==> src/at_reply_line_classifier_defines.svh <==
// ----------------------------------------------------------------------------
// AT reply line classifier assertion macros
// Shared concurrent assertion forms, clocked and reset-gated.
// ----------------------------------------------------------------------------
`ifndef AT_REPLY_LINE_CLASSIFIER_DEFINES_SVH
`define AT_REPLY_LINE_CLASSIFIER_DEFINES_SVH

// Same-cycle implication, disabled while reset is held.
`define ARLC_ASSERT_NOW(label, clk, rst_n, ante, cons, msg) \
    label: assert property (@(posedge clk) disable iff (!(rst_n)) \
        (ante) |-> (cons)) else $error(msg);

// Next-cycle implication, disabled while reset is held.
`define ARLC_ASSERT_NEXT(label, clk, rst_n, ante, cons, msg) \
    label: assert property (@(posedge clk) disable iff (!(rst_n)) \
        (ante) |=> (cons)) else $error(msg);

`endif

==> src/arlc_pkg.sv <==
// ----------------------------------------------------------------------------
// AT reply line classifier package
// Widths, character codes, pattern tables and the line class codes.
// ----------------------------------------------------------------------------
package arlc_pkg;

    localparam int LINE_MAX   = 96;
    localparam int CNT_W      = $clog2(LINE_MAX);
    localparam int LEN_W      = 7;
    localparam int CLASS_W    = 3;
    localparam int NUM_PREFIX = 6;
    localparam int NUM_EXACT  = 4;
    localparam int PAT_IDX_W  = 4;
    localparam int PAT_DEPTH  = 1 << PAT_IDX_W;

    typedef logic [7:0]           t_byte;
    typedef logic [CNT_W-1:0]     t_count;
    typedef logic [LEN_W-1:0]     t_len;
    typedef logic [PAT_IDX_W-1:0] t_plen;

    localparam t_byte  CHR_LF    = 8'h0A;
    localparam t_byte  CHR_SPACE = " ";
    localparam t_byte  CHR_TILDE = "~";
    localparam t_count KEEP_MAX  = CNT_W'(LINE_MAX - 1);

    typedef enum logic [CLASS_W-1:0] {
        CLS_EVENT       = 3'd0,
        CLS_UNSOLICITED = 3'd1,
        CLS_CMD_OK      = 3'd2,
        CLS_CMD_ERROR   = 3'd3,
        CLS_RESPONSE    = 3'd4
    } t_line_class;

    typedef struct packed {
        logic        hit;
        t_line_class cls;
        t_len        len;
    } t_result;

    // Event prefixes, matched from the start of the line.
    localparam t_byte PREFIX_TXT [NUM_PREFIX][PAT_DEPTH] = '{
        '{0:"W", 1:"I", 2:"F", 3:"I", 4:" ", default:8'h00},
        '{0:"+", 1:"I", 2:"P", 3:"D", default:8'h00},
        '{0:"r", 1:"e", 2:"a", 3:"d", 4:"y", default:8'h00},
        '{0:"b", 1:"u", 2:"s", 3:"y", 4:" ", default:8'h00},
        '{0:"+", 1:"C", 2:"W", 3:"J", 4:"A", 5:"P", 6:":", default:8'h00},
        '{0:"S", 1:"E", 2:"N", 3:"D", 4:" ", 5:"F", 6:"A", 7:"I", 8:"L",
          default:8'h00}
    };
    localparam t_plen PREFIX_LEN [NUM_PREFIX] = '{
        4'd5, 4'd4, 4'd5, 4'd5, 4'd7, 4'd9
    };

    // Terminal words: the first two mean ok, the last two mean error.
    localparam t_byte EXACT_TXT [NUM_EXACT][PAT_DEPTH] = '{
        '{0:"O", 1:"K", default:8'h00},
        '{0:"S", 1:"E", 2:"N", 3:"D", 4:" ", 5:"O", 6:"K", default:8'h00},
        '{0:"E", 1:"R", 2:"R", 3:"O", 4:"R", default:8'h00},
        '{0:"F", 1:"A", 2:"I", 3:"L", default:8'h00}
    };
    localparam t_plen EXACT_LEN [NUM_EXACT] = '{
        4'd2, 4'd7, 4'd5, 4'd4
    };

endpackage

==> src/arlc_matcher.sv <==
// ----------------------------------------------------------------------------
// AT reply line matcher
// Holds the per-line count and pattern matchers; classifies on line feed.
// ----------------------------------------------------------------------------
module arlc_matcher
    import arlc_pkg::*;
(
    input  logic    i_clk,
    input  logic    i_rst_n,
    input  logic    i_step,
    input  t_byte   i_rx_byte,
    input  logic    i_command_pending,
    output t_result o_result
);

    t_count                r_count;
    logic [NUM_PREFIX-1:0] r_prefix;
    logic [NUM_EXACT-1:0]  r_exact;
    t_count                n_count;
    logic [NUM_PREFIX-1:0] n_prefix;
    logic [NUM_EXACT-1:0]  n_exact;

    logic                  keep;
    logic                  is_lf;
    logic [NUM_PREFIX-1:0] prefix_done;
    logic [NUM_EXACT-1:0]  word_hit;
    t_line_class           cls;

    assign is_lf = (i_rx_byte == CHR_LF);
    assign keep  = (i_rx_byte >= CHR_SPACE) && (i_rx_byte <= CHR_TILDE)
                && (r_count < KEEP_MAX);

    // Classify on the state before the line feed.
    always_comb begin
        for (int i = 0; i < NUM_PREFIX; i++) begin
            prefix_done[i] = r_prefix[i] && (r_count >= CNT_W'(PREFIX_LEN[i]));
        end
        for (int i = 0; i < NUM_EXACT; i++) begin
            word_hit[i] = r_exact[i] && (r_count == CNT_W'(EXACT_LEN[i]));
        end
        if (|prefix_done) begin
            cls = CLS_EVENT;
        end else if (!i_command_pending) begin
            cls = CLS_UNSOLICITED;
        end else if (word_hit[0] || word_hit[1]) begin
            cls = CLS_CMD_OK;
        end else if (word_hit[2] || word_hit[3]) begin
            cls = CLS_CMD_ERROR;
        end else begin
            cls = CLS_RESPONSE;
        end
    end

    always_comb begin
        n_count       = r_count;
        n_prefix      = r_prefix;
        n_exact       = r_exact;
        o_result.hit  = 1'b0;
        o_result.cls  = cls;
        o_result.len  = LEN_W'(r_count);
        if (is_lf) begin
            if (r_count != '0) begin
                o_result.hit = 1'b1;
                n_count      = '0;
                n_prefix     = '1;
                n_exact      = '1;
            end
        end else if (keep) begin
            // Drop a matcher on the first mismatching character.
            for (int i = 0; i < NUM_PREFIX; i++) begin
                if ((r_count < CNT_W'(PREFIX_LEN[i]))
                    && (PREFIX_TXT[i][r_count[PAT_IDX_W-1:0]] != i_rx_byte)) begin
                    n_prefix[i] = 1'b0;
                end
            end
            for (int i = 0; i < NUM_EXACT; i++) begin
                if ((r_count >= CNT_W'(EXACT_LEN[i]))
                    || (EXACT_TXT[i][r_count[PAT_IDX_W-1:0]] != i_rx_byte)) begin
                    n_exact[i] = 1'b0;
                end
            end
            n_count = r_count + 1'b1;
        end
    end

    always_ff @(posedge i_clk) begin
        if (!i_rst_n) begin
            r_count  <= '0;
            r_prefix <= '1;
            r_exact  <= '1;
        end else if (i_step) begin
            r_count  <= n_count;
            r_prefix <= n_prefix;
            r_exact  <= n_exact;
        end
    end

endmodule

==> src/at_reply_line_classifier.sv <==
// A result word reaches o_valid through the input register and then the result register once its line feed is accepted.
// Throughput: one received byte per cycle while no result waits under i_stall; the input
// register, the single-pass matcher update and the result register run together with no bubble.
// A result waiting under i_stall holds the stage behind it; input stalls only then.
// Reset (i_rst_n low, synchronous) empties both registers and clears the line state.
// ----------------------------------------------------------------------------
// AT reply line classifier
// Classifies modem reply lines byte by byte and reports class and kept length.
// ----------------------------------------------------------------------------
`include "at_reply_line_classifier_defines.svh"

module at_reply_line_classifier
    import arlc_pkg::*;
(
    input  logic               i_clk,
    input  logic               i_rst_n,
    // byte input channel
    input  logic               i_valid,
    output logic               o_stall,
    input  logic [7:0]         i_rx_byte,
    input  logic               i_command_pending,
    // result channel
    output logic               o_valid,
    input  logic               i_stall,
    output logic [CLASS_W-1:0] o_line_class,
    output logic [LEN_W-1:0]   o_line_length
);

    // Input register: holds one accepted word until the matcher consumes it.
    logic        r_in_valid;
    t_byte       r_byte;
    logic        r_pending;

    // Result register.
    logic        r_out_valid;
    t_line_class r_class;
    t_len        r_length;

    logic        in_take;
    logic        process;
    t_result     result;

    // Consume the held word when the result slot is empty or being drained
    // this cycle; a word that ends no line just advances the line state.
    assign process = r_in_valid && (!r_out_valid || !i_stall);
    assign o_stall = r_in_valid && !process;
    assign in_take = i_valid && !o_stall;

    always_ff @(posedge i_clk) begin
        if (!i_rst_n) begin
            r_in_valid <= 1'b0;
        end else if (in_take) begin
            r_in_valid <= 1'b1;
        end else if (process) begin
            r_in_valid <= 1'b0;
        end
    end

    // Payload needs no reset.
    always_ff @(posedge i_clk) begin
        if (in_take) begin
            r_byte    <= i_rx_byte;
            r_pending <= i_command_pending;
        end
    end

    arlc_matcher u_matcher (
        .i_clk             (i_clk),
        .i_rst_n           (i_rst_n),
        .i_step            (process),
        .i_rx_byte         (r_byte),
        .i_command_pending (r_pending),
        .o_result          (result)
    );

    // Load a result only on a line feed that ends a non-empty line; drop
    // the valid once the consumer takes the word.
    always_ff @(posedge i_clk) begin
        if (!i_rst_n) begin
            r_out_valid <= 1'b0;
        end else if (process) begin
            r_out_valid <= result.hit;
        end else if (!i_stall) begin
            r_out_valid <= 1'b0;
        end
    end

    always_ff @(posedge i_clk) begin
        if (process && result.hit) begin
            r_class  <= result.cls;
            r_length <= result.len;
        end
    end

    assign o_valid       = r_out_valid;
    assign o_line_class  = r_class;
    assign o_line_length = r_length;

    // A finished line always carries at least one kept character.
    `ARLC_ASSERT_NOW(a_len_nonzero, i_clk, i_rst_n, o_valid, o_line_length != '0, "empty line reported")

    // Only a line feed can produce a result.
    `ARLC_ASSERT_NEXT(a_lf_only, i_clk, i_rst_n, process && (r_byte != CHR_LF), !o_valid, "result without line feed")

    // Kept length never exceeds the line limit.
    `ARLC_ASSERT_NOW(a_len_max, i_clk, i_rst_n, o_valid, int'(o_line_length) <= (LINE_MAX - 1), "line length over limit")

endmodule
==> config.mk <==
export PLATFORM = sky130hd
export DESIGN_NAME = at_reply_line_classifier
export DESIGN_NICKNAME = d
export VERILOG_FILES = /design/src/arlc_pkg.sv /design/src/arlc_matcher.sv /design/src/at_reply_line_classifier.sv
export VERILOG_INCLUDE_DIRS = /design/src /design/src/src
export SDC_FILE = /design/constraint.sdc
export NUM_CORES = 1
export LEC_CHECK = 0
export BUFFER_PORTS_ARGS = -buffer_cell sky130_fd_sc_hd__buf_4
export CAP_MARGIN = 20
export CORE_ASPECT_RATIO = 0.8
export CORE_UTILIZATION = 25
export CTS_BUF_LIST = sky130_fd_sc_hd__clkbuf_8
export CTS_CLUSTER_DIAMETER = 150
export CTS_CLUSTER_SIZE = 30
export DETAILED_ROUTE_END_ITERATION = 10
export GPL_ROUTABILITY_DRIVEN = 0
export SLEW_MARGIN = 20
export SYNTH_ARGS = -nofsm -noshare
export SYNTH_HDL_FRONTEND = slang
export SYNTH_HIERARCHICAL = 1
export SYNTH_SLANG_ARGS = --single-unit
==> constraint.sdc <==
create_clock -name i_clk -period 3.51 [get_ports i_clk]
set_clock_uncertainty 0.1 [all_clocks]
set_input_delay 0.5265 -clock i_clk [delete_from_list [all_inputs] [get_ports i_clk]]
set_output_delay 0.5265 -clock i_clk [all_outputs]
set_load 0.02 [all_outputs]
Yosys cells after proc, flatten, opt, wreduce, memory -nomap -nowiden. Memories as Yosys holds them, arrays and structs flattened. Cells that the tools add are included.

$add $sub $neg: 1. Bitwise logic cells: 2. $lt $le $gt $ge: 13. Mux-type cells: 48. Reductions and logical operators: 60. Equality and inequality tests: 17.

Operators by type and width (count): 8-bit 2-to-1 mux (20); 8-bit != test (10); 4-bit AND reduction (10); 2-bit nonzero test (12); 1-bit logical AND (22); 7-bit by 3-bit equality test with 1-bit output, second input constant (3); 7-bit by 3-bit greater-or-equal comparator with 1-bit output, second input constant (3); 7-bit by 3-bit < comparator with 1-bit output, second input constant (3); 7-bit 2-to-1 mux (3); 6-bit 2-to-1 mux (3); 1-bit 2-to-1 mux (17); 4-bit 2-to-1 mux (3); 8-bit by 4-bit equality test with 1-bit output, second input constant (1); 8-bit by 6-bit greater-or-equal comparator with 1-bit output, second input constant (1); 8-bit by 7-bit less-or-equal comparator with 1-bit output, second input constant (1); 8-bit OR reduction (1); 7-bit by 1-bit adder with 7-bit output, second input constant (1); 7-bit by 2-bit equality test with 1-bit output, second input constant (1); 7-bit by 2-bit greater-or-equal comparator with 1-bit output, second input constant (1); 7-bit by 4-bit greater-or-equal comparator with 1-bit output, second input constant (1); 1-bit logical OR (7); 7-bit by 4-bit < comparator with 1-bit output, second input constant (1); 7-bit < comparator, second input constant (1); 7-bit nonzero test (1); 11 further kinds (14).

Flip-flop bits (word level): 38. Output and inout port bits: 12. Memories kept: 10. Input port bits: 13. Bits in read-only memories: 1280. Logic and storage cells: 170.

Memory list: (no name shown) (words 16, bits a word 8, read ports 1, clocked after memory_dff 0, wr ports 0, line arlc_matcher.sv:72) `&& (PREFIX_TXT[i][r_count[PAT_IDX_W-1:0]] != i_rx_byte)) begin`; (no name shown) (words 16, bits a word 8, read ports 1, clocked after memory_dff 0, wr ports 0, line arlc_matcher.sv:78) `|| (EXACT_TXT[i][r_count[PAT_IDX_W-1:0]] != i_rx_byte)) begin`; (no name shown) (words 16, bits a word 8, read ports 1, clocked after memory_dff 0, wr ports 0, line arlc_matcher.sv:78); (no name shown) (words 16, bits a word 8, read ports 1, clocked after memory_dff 0, wr ports 0, line arlc_matcher.sv:78); (no name shown) (words 16, bits a word 8, read ports 1, clocked after memory_dff 0, wr ports 0, line arlc_matcher.sv:78); (no name shown) (words 16, bits a word 8, read ports 1, clocked after memory_dff 0, wr ports 0, line arlc_matcher.sv:72); 4 more memories.

Logic depth before layout (Yosys ltp). Gate-level depths: netlist of run 1.

Depth after elaboration: 9. Depth in mapped cells: 11. Gate-level depth less buffers: 8.

By module. Netlist of run 1, hierarchy kept.

Modules (own cells, without submodules): arlc_matcher (cells each 339, area each 2321.0 um2, times used 1); at_reply_line_classifier (cells each 29, area each 661.9 um2, times used 1).

Least setup slack after synthesis of run 1. Ideal clock, no wire load.

Path type: register to register. Start point: register u_matcher.r_count[0]. End point: register r_class[0], in the netlist o_line_class[0], enable pin. Data required time: 3030 ps. Setup time: 380 ps. Path slack: 608 ps. Cell stages (with the launch flop): 9. Period minus slack after synthesis: 2902 ps. Arrival time: 2422 ps. Path buffers: 2. Cell sequence: dfxtp_1 -> clkbuf_1 -> inv_1 -> ha_1 -> clkbuf_1 -> nor2b_1 -> a2111oi_4 -> nand2_1 -> a21oi_1.

RTL lines: from (decl) (line arlc_matcher.sv:16) `t_count r_count;`; from (signal assigned) (line arlc_matcher.sv:92) `r_count <= n_count;`; to (signal assigned) (line at_reply_line_classifier.sv:90) `r_class <= result.cls;`; to (decl) (line at_reply_line_classifier.sv:36) `t_line_class r_class;`.

Worst setup path in the final report of run 1.
Start point: register u_matcher.r_count[1]. End point: register u_matcher.r_prefix[2].

Cells in the longest elaborated chain, start to end: 8. Elaborated cells on any way between the ends: 14. Classes of those cells: order compare: 2; eq/ne: 2; mux: 2; bitwise: 1; reduce/logical: 6; memory: 1.

RTL lines: 4-bit NOT with 5-bit output (not written as such) (line arlc_matcher.sv:72); memory 16 x 8 bit; 8-bit 2-to-1 mux (not written as such) (2 in series) (line arlc_matcher.sv:72); 8-bit != test (line arlc_matcher.sv:72); 1-bit logical AND (line arlc_matcher.sv:72); 2-bit nonzero test (no line); 4-bit AND reduction (no line) (*); to (signal assigned) (line arlc_matcher.sv:93) `r_prefix <= n_prefix;`; to (decl) (line arlc_matcher.sv:17) `logic [NUM_PREFIX-1:0] r_prefix;`.

Every way passes the cells marked *; elsewhere a longest branch is shown, timed or not. The select of a mux whose other input is x is not followed. A chain may end at the register's enable or synchronous reset.

==> run_results.csv, run 1 <==
group,metric,value,unit
setup_path,setup.worst_path.end_class,"flop",
timing,relSlewSlack,38.51,%
clocking,hold_buffers,0,
setup_path,crit_slowest_cell,"ha_1",
yosys,syn_nets,394,
yosys,synth_area_per_cell,8.106,µm²
yosys,synthCells,368,
cells_and_area,drive_above_1_share,14.21,%
flow_run,maxCapViolations,0,
yosys,synth-edff-count,19,
detailed_routing,drt_pass1_iterations,5,
yosys,yosysWarnings,6,
clocking,cts_setup_buffers,0,
clocking,cts_sinks,38,
clocking,clk_latency,300,ps
cells_and_area,final_common_cell,"nand2_1",
detailed_routing,antenna_left,0,
clocking,cts_root_buffer,"clkbuf_8",
yosys,synth_xor_area_share,7.047,%
setup_path,crit_buf_inv,1,
place,place_ws,546.0,ps
detailed_routing,vias,2915,
die,die_w,124.1,µm
setup_path,crit_required,3600,ps
global_routing,grt_overflow,0,
min_path,min-delay-start,"i_command_pending",
timing,hold_viol,0,
yosys,synth-simple-area-share,25.46,%
power_and_ir_drop,powerDensity,328.9,nW/µm²
die,io_pins,25,
clocking,postCtsResizedCells,0,
timing,finalCritPeriodShare,86.06,%
global_routing,grt_max_degree,25,
clocking,htreeDepth,2,
clocking,clkTransAtPathRegs,80,ps
yosys,netlist_area,2983,µm²
setup_path,cp_top_family,"simple AND/OR/NAND/NOR gates",
detailed_routing,routed_wl,8751,µm
yosys,synth_top_family_by_area,"simple AND/OR/NAND/NOR gates",
setup_path,critical_path.cell_chain,"inv_1, ha_1, nor2b_1, a2111oi_4, nand2_2, nand2_1, nor3_1, a21oi_1",
timing,fin_setup_tns,0,ps
detailed_routing,vias_per_cell,5.521,
cells_and_area,num_antenna_cells,0,
min_path,hp-class,"input pin to flop",
yosys,synth_ff_type,"edfxtp_1",
power_and_ir_drop,ir_drop,0.0001823,V
detailed_routing,wl_per_cell,16.57,µm
yosys,synth_compound_area_share,23.03,%
setup_path,startpoint,"u_matcher/r_count[1]",
global_routing,grt_pass1_wl,14140,µm
cells_and_area,synthToLayoutAreaGrowth,14.76,%
die,fp.dieArea,12380,µm²
setup_path,crit_arrival,3110,ps
cells_and_area,final_cell_mix,"nand2_1, buf_4, nor2_1",
setup_path,critPathKind,"flop to flop",
power_and_ir_drop,leakage,1.225,nW
timing,worst_slack,489.3,ps
setup_path,critical_path.max_stage_delay,610,ps
cells_and_area,final_nets,405,
timing,fmax,331.1,MHz
yosys,synth_cell_types,66,
timing,setup_viol,0,
detailed_routing,drc,0,
min_path,holdPathStages,1,
clocking,numCtsBuffers,5,
setup_path,r2r_cells,8,
yosys,yosysSeqAreaShare,31.88,%
global_routing,grt_pass1_vias,2645,
clocking,cts_tree,"yes",
die,row_count,35,
place,hpwlAfterDp,6230,µm
global_routing,grt_antenna_before_repair,0,
setup_path,rr_startpoint,"u_matcher/r_count[1]",
setup_path,crit_cells,8,
timing,finalCriticalPeriod,3021,ps
setup_path,cp_max_fo,17,
clocking,clk_path_buf_depth,2,
status,status,"finished, final reports clean",
timing,drv_slew,0,
yosys,synthAdderAreaFrac,5.453,%
yosys,async_flop_share,0,%
die,die_y,99.70,µm
timing,rsz0062_at_grt,"false",
timing,worst_pin_slew,921.1,ps
die,initial_utilization,25.80,%
yosys,muxShareOfSynthArea,1.049,%
detailed_routing,drt_iter0_drc,269,
global_routing,grt_usage,14.73,%
yosys,ys_ff_latch,38,
die,core,11560,µm²
setup_path,start_kind,"flop",
place,portBuffers,24,
## state kept, by name, summed over array words and instances, names as in the netlist
name and flops:
o_valid 1, r_in_valid 1, r_pending 1, o_line_class 3
u_matcher/r_count 7, u_matcher/r_exact 4, o_line_length 7, u_matcher/r_prefix 6
r_byte 8
## kinds of logic after synthesis
| logic type | Yosys count |
|---|---|
| AND/OR/NAND/NOR | 145 |
| AO/OA/AOI/OAI | 102 |
| buffers and inverters | 43 |
| flip-flops | 38 |
| XOR/XNOR | 24 |
| adder cells (fa/ha/maj) | 13 |
| multiplexers | 3 |
## layer usage
layer	global-route usage, %	routed length [µm]	vias up
li1	-	-	1362
met1	21.60	4060	1382
met2	21.42	3722	154
met3	3.670	855	17
met4	3.205	112	0
met5	0	0	-
## stage by stage
step | power (W) | cells | hold slack (ps) | area (µm²) | utilization [%]
final | 0.001126 | 528 | 301.2 | 3423 | 29.61
after floorplan | 0.0006407 | 368 | 327.2 | 2983 | -
after global placement | 0.0006892 | 520 | 340.9 | 3291 | 28.46
after CTS | 0.001130 | 528 | 293.3 | 3423 | 29.61
after detailed placement | 0.0006909 | 520 | 361.9 | 3291 | 28.46
after global routing | 0.001173 | 528 | 288.3 | 3423 | 29.61
## cell usage after synthesis, types with 10 or more instances
cell,number,share of area [%]
a21oi_1,29,4.9
clkbuf_1,22,2.8
dfxtp_1,19,13
edfxtp_1,19,19
ha_1,13,5.5
inv_1,13,1.6
nand2_1,39,4.9
nand3_1,11,1.8
nor2_1,30,3.8
nor3_1,13,2.2
o21ai_0,21,3.5
xnor2_1,14,4.1
xor2_1,10,2.9
## area by class of cell
cell class                      count  area [µm²]
Fill cell                        1232        8138
Multi-Input combinational cell    287        1851
Sequential cell                    38       950.9
Timing Repair Buffer               34       255.2
Tap cell                          148       185.2
Clock buffer                        5       68.82
Clock inverter                      3       63.81
Inverter                           13       48.80
## where the power goes
part           internal [W]  switching, W
Combinational     0.0000777      0.000113
Clock              0.000281      0.000157
Sequential         0.000479     0.0000183
Total              0.000838      0.000288
## worst paths after layout
kind                                               to  slack, ps
worst min register to register  u_matcher/r_prefix[1]        370
worst min-delay path                        r_pending        300
worst max register to register  u_matcher/r_prefix[2]        490
worst max-delay path            u_matcher/r_prefix[2]        490
Note: power is estimated with default switching activity, not from simulation.
==> inputs of run 2 (changes only) <==
--- a/config.mk
+++ b/config.mk
@@ -8,9 +8,9 @@
 export LEC_CHECK = 0
 export BUFFER_PORTS_ARGS = -buffer_cell sky130_fd_sc_hd__buf_4
 export CAP_MARGIN = 20
-export CORE_ASPECT_RATIO = 0.8
+export CORE_ASPECT_RATIO = 2
 export CORE_UTILIZATION = 25
-export CTS_BUF_LIST = sky130_fd_sc_hd__clkbuf_8
+export CTS_BUF_LIST = sky130_fd_sc_hd__clkbuf_8 sky130_fd_sc_hd__clkbuf_16
 export CTS_CLUSTER_DIAMETER = 150
 export CTS_CLUSTER_SIZE = 30
 export DETAILED_ROUTE_END_ITERATION = 10
==> run 2 against run 1 <==
- highest routed layer unchanged
- sequential power barely moved
- core utilization rose by 0.30 points
- final cell count did not move
- critical path depth fell by 1
- wire length rose by 16%
- total power rose by 11%
- hold slack improved by 17 ps
- largest cell class unchanged
- sequential share of layout area fell by 0.61 points
- first-iteration DRC count rose by 2.6%
==> run_results.csv, run 2 (synthesis gave the netlist of run 1 again) <==
group,metric,value,unit
clocking,clk_path_buf_depth,2,
setup_path,crit_arrival,2910,ps
global_routing,grt_overflow,0,
clocking,numCtsBuffers,5,
timing,relSlewSlack,42.17,%
detailed_routing,drt_pass1_iterations,5,
die,io_pins,25,
die,core,11700,µm²
timing,hold_viol,0,
global_routing,busiest_layer,"met2",
power_and_ir_drop,p_int,0.0009277,W
power_and_ir_drop,p_sw,0.0003179,W
power_and_ir_drop,seq_power_share,39.8,%
clocking,hold_buffers,0,
die,fp.dieArea,12400,µm²
setup_path,rr_startpoint,"u_matcher/r_count[1]",
detailed_routing,drc,0,
timing,fmax,347.8,MHz
cells_and_area,final_cell_mix,"nand2_1, buf_4, nor2_1",
timing,finalCriticalPeriod,2875,ps
cells_and_area,n_fill_cell,1233,
power_and_ir_drop,powerDensity,355.9,nW/µm²
global_routing,grt_usage,16.91,%
clocking,postCtsResizedCells,0,
timing,drv_slew,0,
place,hpwlAfterDp,7635,µm
setup_path,start_kind,"flop",
flow_run,maxCapViolations,0,
global_routing,grt_antenna_before_repair,0,
cells_and_area,final_nets,408,
cells_and_area,largest_reg_flops,8,
detailed_routing,vias_per_cell,5.670,
setup_path,crit_required,3550,ps
die,die_y,156.5,µm
cells_and_area,multiInputGateArea,1852,µm²
timing,rsz0062_at_grt,"false",
cells_and_area,drive_above_1_share,15.14,%
min_path,min_to,"r_byte[5]",
setup_path,cp_max_fo,17,
detailed_routing,antenna_left,0,
timing,worst_pin_slew,865.7,ps
clocking,cts_setup_buffers,0,
detailed_routing,vias,2994,
power_and_ir_drop,comb_power_share,16.5,%
setup_path,critPathKind,"flop to flop",
setup_path,crit_slowest_cell,"ha_1",
die,row_count,56,
clocking,htreeDepth,2,
global_routing,met3_usage,2.915,%
power_and_ir_drop,ir_drop,0.0001952,V
timing,finalCritPeriodShare,81.90,%
place,portBuffers,24,
power_and_ir_drop,leakage,1.269,nW
detailed_routing,wl_per_cell,19.25,µm
cells_and_area,postLayoutCoreUtil,29.91,%
global_routing,grt_pass1_vias,2830,
setup_path,critical_path.cell_chain,"inv_1, ha_1, nor2_1, nor4b_1, a31oi_1, o32a_1, o311ai_0",
setup_path,r2r_cells,7,
clocking,cts_sinks,38,
die,initial_utilization,25.49,%
clocking,clk_latency,280,ps
setup_path,cp_top_family,"compound AO/OA/AOI/OAI gates",
timing,setup_viol,0,
min_path,min-delay-start,"i_rx_byte[5]",
power_and_ir_drop,p_clk_share,43.7,%
setup_path,setup.worst_path.end_class,"flop",
setup_path,ff2ff_setup_slack,640,ps
setup_path,crit_buf_inv,1,
die,die_w,79.24,µm
setup_path,r2r_end,"u_matcher/r_prefix[0]",
global_routing,grt_max_degree,27,
detailed_routing,routed_wl,10160,µm
clocking,cts_root_buffer,"clkbuf_16",
detailed_routing,drt_iter0_drc,276,
status,status,"finished, final reports clean",
global_routing,met2_usage,31.65,%
clocking,clkTransAtPathRegs,60,ps
timing,fin_setup_tns,0,ps
setup_path,critical_path.max_stage_delay,640,ps
cells_and_area,final_common_cell,"nand2_1",
cells_and_area,num_antenna_cells,0,
cells_and_area,synthToLayoutAreaGrowth,17.32,%
global_routing,grt_pass1_wl,15530,µm
cells_and_area,largest_register,"r_byte",
clocking,cts_tree,"yes",
min_path,hp-class,"input pin to flop",
min_path,holdPathStages,1,
power_and_ir_drop,swShare,25.52,%
global_routing,gr-usage-met1,15.48,%
cells_and_area,seq_area,950.9,µm²
==> run 2: cell count changes in the layout (fill, tap and decap cells not counted), sizes merged <==
cell    before  now
buf         34   37
bufinv       2    0
clkbuf       5    8
clkinv       1    0
==> run 2: area by class of cell <==
class / instances / area share [%]
Clock buffer: 8 / 5.399
Multi-Input combinational cell: 287 / 52.91
Timing Repair Buffer: 37 / 7.937
Inverter: 13 / 1.394
Tap cell: 145 / 5.184
Sequential cell: 38 / 27.17
==> run 2: metrics by stage <==
stage	power, W	cells	hold slack, ps	setup WS (ps)	instance area (µm²)
finish	0.001246	528	318.1	635.2	3500
global placement	0.0006991	520	345.7	874.7	3309
detailed placement	0.0007027	520	351.1	787.2	3309
floorplan	0.0006407	368	327.2	607.5	2983
global route	0.001290	528	308.6	508.0	3500
CTS	0.001247	528	313.0	765.2	3498
==> run 2: layer usage <==
layer | share of wire [%] | routed length (µm)
met5 | 0 | 0
met4 | 8.2 | 831
met3 | 4.6 | 465
met2 | 54 | 5474
met1 | 33 | 3392
==> run 2: power groups by stage <==
stage | clock network, W | logic [W] | registers (W)
CTS | 0.000553 | 0.000199 | 0.000495
finish | 0.000544 | 0.000205 | 0.000496
floorplan | 0 | 0.000145 | 0.000496
global route | 0.000571 | 0.000221 | 0.000498
detailed placement | 0 | 0.000198 | 0.000505
global placement | 0 | 0.000194 | 0.000505
==> run 2: how the worst max path moves through the flow <==
| stage | from | end | slack, ps | depth (start not counted) |
|---|---|---|---|---|
| after CTS | u_matcher/r_count[1] | u_matcher/r_prefix[5] | 770 | 8 |
| after global routing | u_matcher/r_count[1] | u_matcher/r_exact[1] | 510 | 8 |
| after floorplan | u_matcher/r_count[0] | o_line_class[0] | 610 | 8 |
| after detailed placement | u_matcher/r_count[1] | u_matcher/r_prefix[5] | 790 | 8 |
| final | u_matcher/r_count[1] | u_matcher/r_prefix[0] | 640 | 7 |
| after global placement | u_matcher/r_count[1] | u_matcher/r_exact[1] | 870 | 8 |
